### src/rtl/seu_pkg.sv
`timescale 1ns / 1ps
`default_nettype none
// ----------------------------------------------------------------------------
// seu_pkg
// shared types and constants of the byte escaper / unescaper
// ----------------------------------------------------------------------------
package seu_pkg;

  localparam int CFG_DATA_W = 64;
  localparam int CFG_IDX_W  = 2;

  // configuration register indexes
  localparam logic [CFG_IDX_W-1:0] CFG_ESCAPE_BYTE      = 2'd0;
  localparam logic [CFG_IDX_W-1:0] CFG_UNESCAPE_MODE    = 2'd1;
  localparam logic [CFG_IDX_W-1:0] CFG_SPECIAL_SET_LOW  = 2'd2;
  localparam logic [CFG_IDX_W-1:0] CFG_SPECIAL_SET_HIGH = 2'd3;

  // command queue between front and back
  localparam int QDEPTH = 2;
  localparam int QPTR_W = (QDEPTH > 1) ? $clog2(QDEPTH) : 1;
  localparam int QCNT_W = $clog2(QDEPTH + 1);

  typedef struct packed {
    logic [7:0]   escape_byte;
    logic         unescape_mode;
    logic [127:0] special_set;
  } cfg_t;

  // one output command: optional escape prefix, then the data word
  typedef struct packed {
    logic       pre;
    logic [7:0] esc;
    logic [7:0] data;
    logic       last;
  } cmd_t;

endpackage
`default_nettype wire

### src/rtl/seu_stream_if.sv
`timescale 1ns / 1ps
`default_nettype none
// ----------------------------------------------------------------------------
// seu_stream_if
// valid/ready byte channel with an end-of-string flag
// ----------------------------------------------------------------------------
interface seu_stream_if;
  logic       valid;
  logic       ready;
  logic [7:0] data_byte;
  logic       last;

  modport source (output valid, output data_byte, output last, input ready);
  modport sink   (input valid, input data_byte, input last, output ready);
endinterface
`default_nettype wire

### src/rtl/seu_front.sv
`timescale 1ns / 1ps
`default_nettype none
// ----------------------------------------------------------------------------
// seu_front
// accepts input words, classifies them and issues output commands
// ----------------------------------------------------------------------------
module seu_front (
  input  wire logic         clk,
  input  wire logic         rst_n,
  input  wire seu_pkg::cfg_t cfg,
  input  wire logic         in_valid,
  input  wire logic [7:0]   in_data,
  input  wire logic         in_last,
  output logic              in_ready,
  input  wire logic         q_full,
  output logic              push,
  output seu_pkg::cmd_t     push_cmd
);
  import seu_pkg::*;

  logic pend_r, pend_nxt;
  logic accept;
  logic special;
  logic emit;

  assign in_ready = !q_full;
  assign accept   = in_valid && in_ready;
  // bytes with the top bit set are never special
  assign special  = !in_data[7] && cfg.special_set[in_data[6:0]];

  always_comb begin
    emit         = 1'b1;
    pend_nxt     = 1'b0;
    push_cmd.pre  = 1'b0;
    push_cmd.esc  = cfg.escape_byte;
    push_cmd.data = in_data;
    push_cmd.last = in_last;
    if (cfg.escape_byte == 8'd0) begin
      // pass-through
    end else if (!cfg.unescape_mode) begin
      push_cmd.pre = special;
    end else if (!pend_r && (in_data == cfg.escape_byte)) begin
      // hold the escape word unless the string ends here
      if (!in_last) begin
        emit     = 1'b0;
        pend_nxt = 1'b1;
      end
    end else begin
      push_cmd.pre = pend_r && !special;
    end
  end

  assign push = accept && emit;

  always_ff @(posedge clk) begin
    if (!rst_n) begin
      pend_r <= 1'b0;
    end else if (accept) begin
      pend_r <= pend_nxt;
    end
  end

endmodule
`default_nettype wire

### src/rtl/seu_queue.sv
`timescale 1ns / 1ps
`default_nettype none
// ----------------------------------------------------------------------------
// seu_queue
// short command fifo that decouples the front from the back
// ----------------------------------------------------------------------------
module seu_queue (
  input  wire logic          clk,
  input  wire logic          rst_n,
  input  wire logic          push,
  input  wire seu_pkg::cmd_t push_cmd,
  input  wire logic          pop,
  output seu_pkg::cmd_t      head,
  output logic               empty,
  output logic               full
);
  import seu_pkg::*;

  cmd_t              mem_r [QDEPTH];
  logic [QPTR_W-1:0] wr_ptr_r, rd_ptr_r;
  logic [QCNT_W-1:0] cnt_r, cnt_nxt;

  function automatic logic [QPTR_W-1:0] ptr_inc(input logic [QPTR_W-1:0] p);
    ptr_inc = (p == QPTR_W'(QDEPTH - 1)) ? '0 : p + 1'b1;
  endfunction

  assign empty = (cnt_r == '0);
  assign full  = (cnt_r == QCNT_W'(QDEPTH));
  assign head  = mem_r[rd_ptr_r];

  always_comb begin
    cnt_nxt = cnt_r;
    if (push && !pop) begin
      cnt_nxt = cnt_r + 1'b1;
    end else if (pop && !push) begin
      cnt_nxt = cnt_r - 1'b1;
    end
  end

  always_ff @(posedge clk) begin
    if (!rst_n) begin
      wr_ptr_r <= '0;
      rd_ptr_r <= '0;
      cnt_r    <= '0;
    end else begin
      cnt_r <= cnt_nxt;
      if (push) begin
        wr_ptr_r <= ptr_inc(wr_ptr_r);
      end
      if (pop) begin
        rd_ptr_r <= ptr_inc(rd_ptr_r);
      end
    end
  end

  always_ff @(posedge clk) begin
    if (push) begin
      mem_r[wr_ptr_r] <= push_cmd;
    end
  end

endmodule
`default_nettype wire

### src/rtl/seu_back.sv
`timescale 1ns / 1ps
`default_nettype none
// ----------------------------------------------------------------------------
// seu_back
// expands commands into output words through an output register
// ----------------------------------------------------------------------------
module seu_back (
  input  wire logic          clk,
  input  wire logic          rst_n,
  input  wire seu_pkg::cmd_t head,
  input  wire logic          empty,
  output logic               pop,
  output logic               out_valid,
  output logic [7:0]         out_data,
  output logic               out_last,
  input  wire logic          out_ready
);
  import seu_pkg::*;

  logic       valid_r;
  logic [7:0] data_r, data_nxt;
  logic       last_r, last_nxt;
  logic       phase_r, phase_nxt;
  logic       load;
  logic       send_pre;

  // output slot is free or drains this cycle
  assign load     = !empty && (!valid_r || out_ready);
  assign send_pre = head.pre && !phase_r;
  assign pop      = load && !send_pre;

  always_comb begin
    phase_nxt = phase_r;
    data_nxt  = head.data;
    last_nxt  = head.last;
    if (load) begin
      if (send_pre) begin
        data_nxt  = head.esc;
        last_nxt  = 1'b0;
        phase_nxt = 1'b1;
      end else begin
        phase_nxt = 1'b0;
      end
    end
  end

  always_ff @(posedge clk) begin
    if (!rst_n) begin
      valid_r <= 1'b0;
      phase_r <= 1'b0;
    end else begin
      phase_r <= phase_nxt;
      if (load) begin
        valid_r <= 1'b1;
      end else if (out_ready) begin
        valid_r <= 1'b0;
      end
    end
  end

  always_ff @(posedge clk) begin
    if (load) begin
      data_r <= data_nxt;
      last_r <= last_nxt;
    end
  end

  assign out_valid = valid_r;
  assign out_data  = data_r;
  assign out_last  = last_r;

endmodule
`default_nettype wire

### src/rtl/stream_escape_unescape.sv
`timescale 1ns / 1ps
`default_nettype none
// ----------------------------------------------------------------------------
// stream_escape_unescape
// byte-stream escaper and unescaper with a configurable special set
// ----------------------------------------------------------------------------
// usage
//   in_if  : sink of input words (a byte plus an end-of-string flag)
//   out_if : source of result words, same layout
//   cfg_*  : plain write port; index 0 escape byte, 1 unescape mode,
//            2 special set bits 0..63, 3 special set bits 64..127
//            write only while the block is idle
// throughput
//   one input word per cycle unless the queue is full; an escape plus data
//   word takes two output words, so the output register sets the rate
// data path
//   a result word is written into the queue at the edge that accepts its
//   input word and is loaded into the output register once the output
//   slot is free; a data word behind an escape prefix follows the prefix
//   into the output register when out_if.ready is high
// reset
//   rst_n low at a clock edge clears the queue, the output valid flag, the
//   held-escape flag and all configuration registers (pass-through mode)
// stalls
//   with out_if.ready low the output word holds; the two-entry queue still
//   takes new words until it is full, then in_if.ready drops
// ----------------------------------------------------------------------------
module stream_escape_unescape (
  input  wire logic                          clk,
  input  wire logic                          rst_n,
  seu_stream_if.sink                         in_if,
  seu_stream_if.source                       out_if,
  input  wire logic                          cfg_we,
  input  wire logic [seu_pkg::CFG_IDX_W-1:0] cfg_index,
  input  wire logic [seu_pkg::CFG_DATA_W-1:0] cfg_wdata
);
  import seu_pkg::*;

  // configuration registers
  logic [7:0]  escape_byte_r;
  logic        unescape_mode_r;
  logic [63:0] special_low_r;
  logic [63:0] special_high_r;
  cfg_t        cfg;

  // front to queue
  logic push;
  cmd_t push_cmd;
  logic q_full;

  // queue to back
  cmd_t head;
  logic q_empty;
  logic pop;

  always_ff @(posedge clk) begin
    if (!rst_n) begin
      escape_byte_r   <= '0;
      unescape_mode_r <= 1'b0;
      special_low_r   <= '0;
      special_high_r  <= '0;
    end else if (cfg_we) begin
      unique case (cfg_index)
        CFG_ESCAPE_BYTE:      escape_byte_r   <= cfg_wdata[7:0];
        CFG_UNESCAPE_MODE:    unescape_mode_r <= cfg_wdata[0];
        CFG_SPECIAL_SET_LOW:  special_low_r   <= cfg_wdata;
        CFG_SPECIAL_SET_HIGH: special_high_r  <= cfg_wdata;
      endcase
    end
  end

  assign cfg.escape_byte   = escape_byte_r;
  assign cfg.unescape_mode = unescape_mode_r;
  assign cfg.special_set   = {special_high_r, special_low_r};

  // classify the word and decide what to emit
  seu_front u_front (
    .clk      (clk),
    .rst_n    (rst_n),
    .cfg      (cfg),
    .in_valid (in_if.valid),
    .in_data  (in_if.data_byte),
    .in_last  (in_if.last),
    .in_ready (in_if.ready),
    .q_full   (q_full),
    .push     (push),
    .push_cmd (push_cmd)
  );

  // decoupling queue
  seu_queue u_queue (
    .clk      (clk),
    .rst_n    (rst_n),
    .push     (push),
    .push_cmd (push_cmd),
    .pop      (pop),
    .head     (head),
    .empty    (q_empty),
    .full     (q_full)
  );

  // expand commands into one or two output words
  seu_back u_back (
    .clk       (clk),
    .rst_n     (rst_n),
    .head      (head),
    .empty     (q_empty),
    .pop       (pop),
    .out_valid (out_if.valid),
    .out_data  (out_if.data_byte),
    .out_last  (out_if.last),
    .out_ready (out_if.ready)
  );

endmodule
`default_nettype wire

### src/flat_wrapper.sv
// flat-port wrapper written by rule: the top's interface ports become plain ports
module stream_escape_unescape_flat import seu_pkg::*;
  (clk, rst_n, cfg_we, cfg_index, cfg_wdata, in_if_valid, in_if_data_byte, in_if_last, in_if_ready, out_if_valid, out_if_data_byte, out_if_last, out_if_ready);
  seu_stream_if in_if_i ();
  seu_stream_if out_if_i ();
  input  wire logic clk;
  input  wire logic rst_n;
  input  wire logic cfg_we;
  input  wire logic [seu_pkg::CFG_IDX_W-1:0] cfg_index;
  input  wire logic [seu_pkg::CFG_DATA_W-1:0] cfg_wdata;
  input wire logic [$bits(in_if_i.valid)-1:0] in_if_valid;
  input wire logic [$bits(in_if_i.data_byte)-1:0] in_if_data_byte;
  input wire logic [$bits(in_if_i.last)-1:0] in_if_last;
  output wire logic [$bits(in_if_i.ready)-1:0] in_if_ready;
  output wire logic [$bits(out_if_i.valid)-1:0] out_if_valid;
  output wire logic [$bits(out_if_i.data_byte)-1:0] out_if_data_byte;
  output wire logic [$bits(out_if_i.last)-1:0] out_if_last;
  input wire logic [$bits(out_if_i.ready)-1:0] out_if_ready;
  assign in_if_i.valid = in_if_valid;
  assign in_if_i.data_byte = in_if_data_byte;
  assign in_if_i.last = in_if_last;
  assign in_if_ready = in_if_i.ready;
  assign out_if_valid = out_if_i.valid;
  assign out_if_data_byte = out_if_i.data_byte;
  assign out_if_last = out_if_i.last;
  assign out_if_i.ready = out_if_ready;
  stream_escape_unescape u_core (.clk(clk), .rst_n(rst_n), .in_if(in_if_i), .out_if(out_if_i), .cfg_we(cfg_we), .cfg_index(cfg_index), .cfg_wdata(cfg_wdata));
endmodule
### config.mk
export PLATFORM = sky130hd
export DESIGN_NAME = stream_escape_unescape_flat
export DESIGN_NICKNAME = d
export VERILOG_FILES = /design/src/rtl/seu_pkg.sv /design/src/rtl/seu_stream_if.sv /design/src/rtl/seu_front.sv /design/src/rtl/seu_queue.sv /design/src/rtl/seu_back.sv /design/src/rtl/stream_escape_unescape.sv /design/src/flat_wrapper.sv
export SDC_FILE = /design/constraint.sdc
export NUM_CORES = 1
export LEC_CHECK = 0
export ABC_CLOCK_PERIOD_IN_PS = 3500
export BUFFER_PORTS_ARGS = -buffer_cell sky130_fd_sc_hd__buf_2
export CELL_PAD_IN_SITES_DETAIL_PLACEMENT = 0
export CELL_PAD_IN_SITES_GLOBAL_PLACEMENT = 1
export CORE_MARGIN = 10
export CORE_UTILIZATION = 46
export DETAILED_ROUTE_END_ITERATION = 8
export MAX_ROUTING_LAYER = met4
export PLACE_DENSITY = 0.9
export SLEW_MARGIN = 5
export SYNTH_ARGS = -nofsm -noshare
export SYNTH_HDL_FRONTEND = slang
export SYNTH_SLANG_ARGS = --single-unit
### constraint.sdc
create_clock -name clk -period 3.5 [get_ports clk]
set_input_delay 0.35 -clock clk [delete_from_list [all_inputs] [get_ports clk]]
set_output_delay 0.35 -clock clk [all_outputs]
set_load 0.005 [all_outputs]
==> results.md <==
- Vias: 5967
- DRC Markers: 0
- Fmax: 0.388 GHz
- Clock Root Buffer: clkbuf_16
- Worst-path fanout max: 11
- Ranking of synthesized cells by area: dfxtp_1, edfxtp_1, nand2_1
- Yosys warns: 0
- # Post-CTS Setup Buffers: 0
- Syn nets: 896
- Area leader, netlist: dfxtp_1
- Area share of the largest cell type after synthesis: 35.5%
- Total global-route track usage: 17.8%
- Core area: 17400 um2
- DP Area: 8790 um2
- Slew of the pin with the lowest slew margin: 966 ps
- Io pins: 91
- Critical path data arrival time: 2940 ps
- H-tree depth: 4
- Initial antenna violation count: 0
- # resized after CTS: 0
- Pwr/cell area: 562 nW/um2
- GRT overflow: 0
- Setup TNS Final: 0 ps
- Post-Place Setup Slack: 721 ps
- CTS Buf Count: 17
- Met3 wire length: 964 um
- Via-to-Cell Ratio: 5.34
- Post-synthesis sequential area ratio: 52.0%
- Die Ht: 153 um
- Tcrit/Tclk final: 73.6%
- Worst hold-check path type: primary input to flop
- Met2 WL: 9.46 mm
- Top Metal Used: met4
- Clock slew at reported path FFs: 70 ps
- WS Path Type: flop to flop
- Synthesis-to-finish area growth: 15.1%
- Routed WL: 20.3 mm
- WP data required: 3870 ps
- RSZ-0062 raised after global routing: no
- Iter 0 DRT Violations: 461
- Antenna-violating nets left: 0
- FILL cells: 1541
- Design area: 9420 um2
- Final Core Density: 54.2%
- Startpoint types: flop
- Die footprint: 23500 um2
- Worst rel slew slack: 35.4%
- Max Cap Viol: 0
- Sequential cell area: 4250 um2
- Synth Register Bits: 190
- Worst setup EP type: flop
- Setup ws final: 925 ps
- Vias in the first global route: 6117
- Final Hold Viols: 0
- Cell Area, Synth: 8180 um2
- Worst Skew: 7.35 ps
- Clk buf depth: 2
- Share of layout cells above drive strength 1: 18.7%
- Clk_lat worst skew: 440 ps
- Largest net degree at the start of global routing: 131
- Post-Route M1 WL: 9.46 mm
- Leakage power total: 3.39 nW
- Port Buf Inserts: 90
- Crit path time final: 2570 ps
- Post-CTS Hold Buffers: 0
- Worst IR Drop VDD: 0.438 mV
- Multi-input logic area: 3690 um2
- Cell Rows: 48
- Chip width: 153 um
- Drt wl/cell: 18.2 um
- CTS tree: done
- Post-layout nets: 960
- Yosys cell types: 42
- Finish-stage setup viols: 0
- TritonRoute pass-1 iters: 4
- Hpwl dp: 13.8 mm
- Status: finished clean
- Final Max Tran Viols: 0
- First-pass GRT wire length: 33.1 mm
- Routability cong.: 0.903
- N_diodes: 0
- Clock Sinks: 190
- Mapped Cells: 815
- Syn Area/Cell: 10.0 um2
- Initial cell density of the core: 47.1%
kinds of logic after synthesis:
group	after synthesis	synth area share, %
adders and majority gates	1	0.153
xor gates and xnor gates	11	1.18
and+or+nand+nor	330	16.7
muxes	66	12.5
buffers and inverters	58	3.07
DFF	190	52.0
AOI/OAI and AO/OA	159	14.3
critical path, cell delays in order (launching register included):
cell and delay, ps:
dfxtp_1 420, nor2_1 70, nor2_1 730, o21ai_0 340, ha_1 420, or3_1 350
a21boi_0 160
synthesized netlist by cell type:
master	count
a21boi_0	129
a21oi_1	5
a221oi_1	2
a22o_1	2
a22oi_1	5
a31oi_1	1
and2_1	6
and2b_1	1
and3_1	2
buf_1	6
buf_2	3
buf_4	2
buf_6	3
clkbuf_1	42
dfxtp_1	145
edfxtp_1	45
ha_1	1
inv_1	2
mux2i_1	37
mux4_2	29
nand2_1	267
nand2b_1	7
nand3_1	6
nand3b_1	1
nand4_1	2
nor2_1	8
nor2b_1	14
nor3_1	4
nor3b_1	2
nor4_1	7
o211ai_1	1
o21a_1	1
o21ai_0	3
o21ai_1	1
o221ai_1	2
o22ai_1	5
o311ai_0	1
o31a_1	1
or2_2	2
or3_1	1
xnor2_1	6
xor2_1	5
metrics by stage:
step | hold slack, ps | total power [mW] | std cells
2_1_floorplan | 440 | 3.02 | 815
3_3_place_gp | 447 | 3.26 | 1085
3_5_place_dp | 454 | 3.30 | 1085
4_1_cts | 127 | 5.34 | 1117
5_1_grt | 132 | 5.52 | 1117
6_report | 140 | 5.29 | 1117
worst paths after layout:
check,endpoint,startpoint,depth (start not counted),slack (ps)
setup reg to reg,u_core.u_queue.cnt_r[1]$_SDFFE_PN0P_,u_core.u_queue.cnt_r[0]$_SDFFE_PN0P_,6,930
hold / removal,u_core.u_queue.mem_r[0][0]$_DFFE_PP_,in_if_last,1,140
setup / recovery,u_core.u_queue.cnt_r[1]$_SDFFE_PN0P_,u_core.u_queue.cnt_r[0]$_SDFFE_PN0P_,6,930
hold reg to reg,u_core.special_high_r[10]$_SDFFE_PN0P_,u_core.special_high_r[10]$_SDFFE_PN0P_,2,460
flip-flops by register name, summed over array words and instances, names as in the netlist, 2 cells and up, named ones only:
register and cells:
u_core.u_queue.mem_r 36, u_core.special_high_r 64, u_core.u_back.out_data 8, u_core.special_low_r 64, u_core.u_queue.cnt_r 2, u_core.escape_byte_r 8
area by class of cell:
type                    instances  area share, %
flip-flops and latches        190           45.2
multi-input cells             567           39.2
repair buffers                101           5.93
clock buffers                  18           4.78
well taps                     225           2.99
clock inverters                14           1.86
inverters                       2         0.0797
metal layers:
layer,vias to the layer above,global-route usage [%]
met1,2826,23.5
met2,164,26.6
met4,0,6.39
met5,-,-
met3,32,3.82
li1,2945,-
placed cells by master, fill, tap and decap left out, types with 6 or more instances in the layout:
cell / instances
a21boi_0: 129
and2_1: 6
buf_2: 90
buf_4: 9
clkbuf_16: 18
dfxtp_1: 145
edfxtp_1: 45
mux2i_1: 37
mux4_2: 29
nand2_1: 267
nand2b_1: 7
nor2_1: 7
nor2b_1: 14
nor4_1: 7
xnor2_1: 6
power breakdown:
part | total, mW | internal (mW) | switching, mW
clock network | 2.06 | 1.18 | 0.876
logic | 0.687 | 0.315 | 0.373
registers | 2.55 | 2.47 | 0.0796
Note: power is estimated with default switching activity, not from simulation.
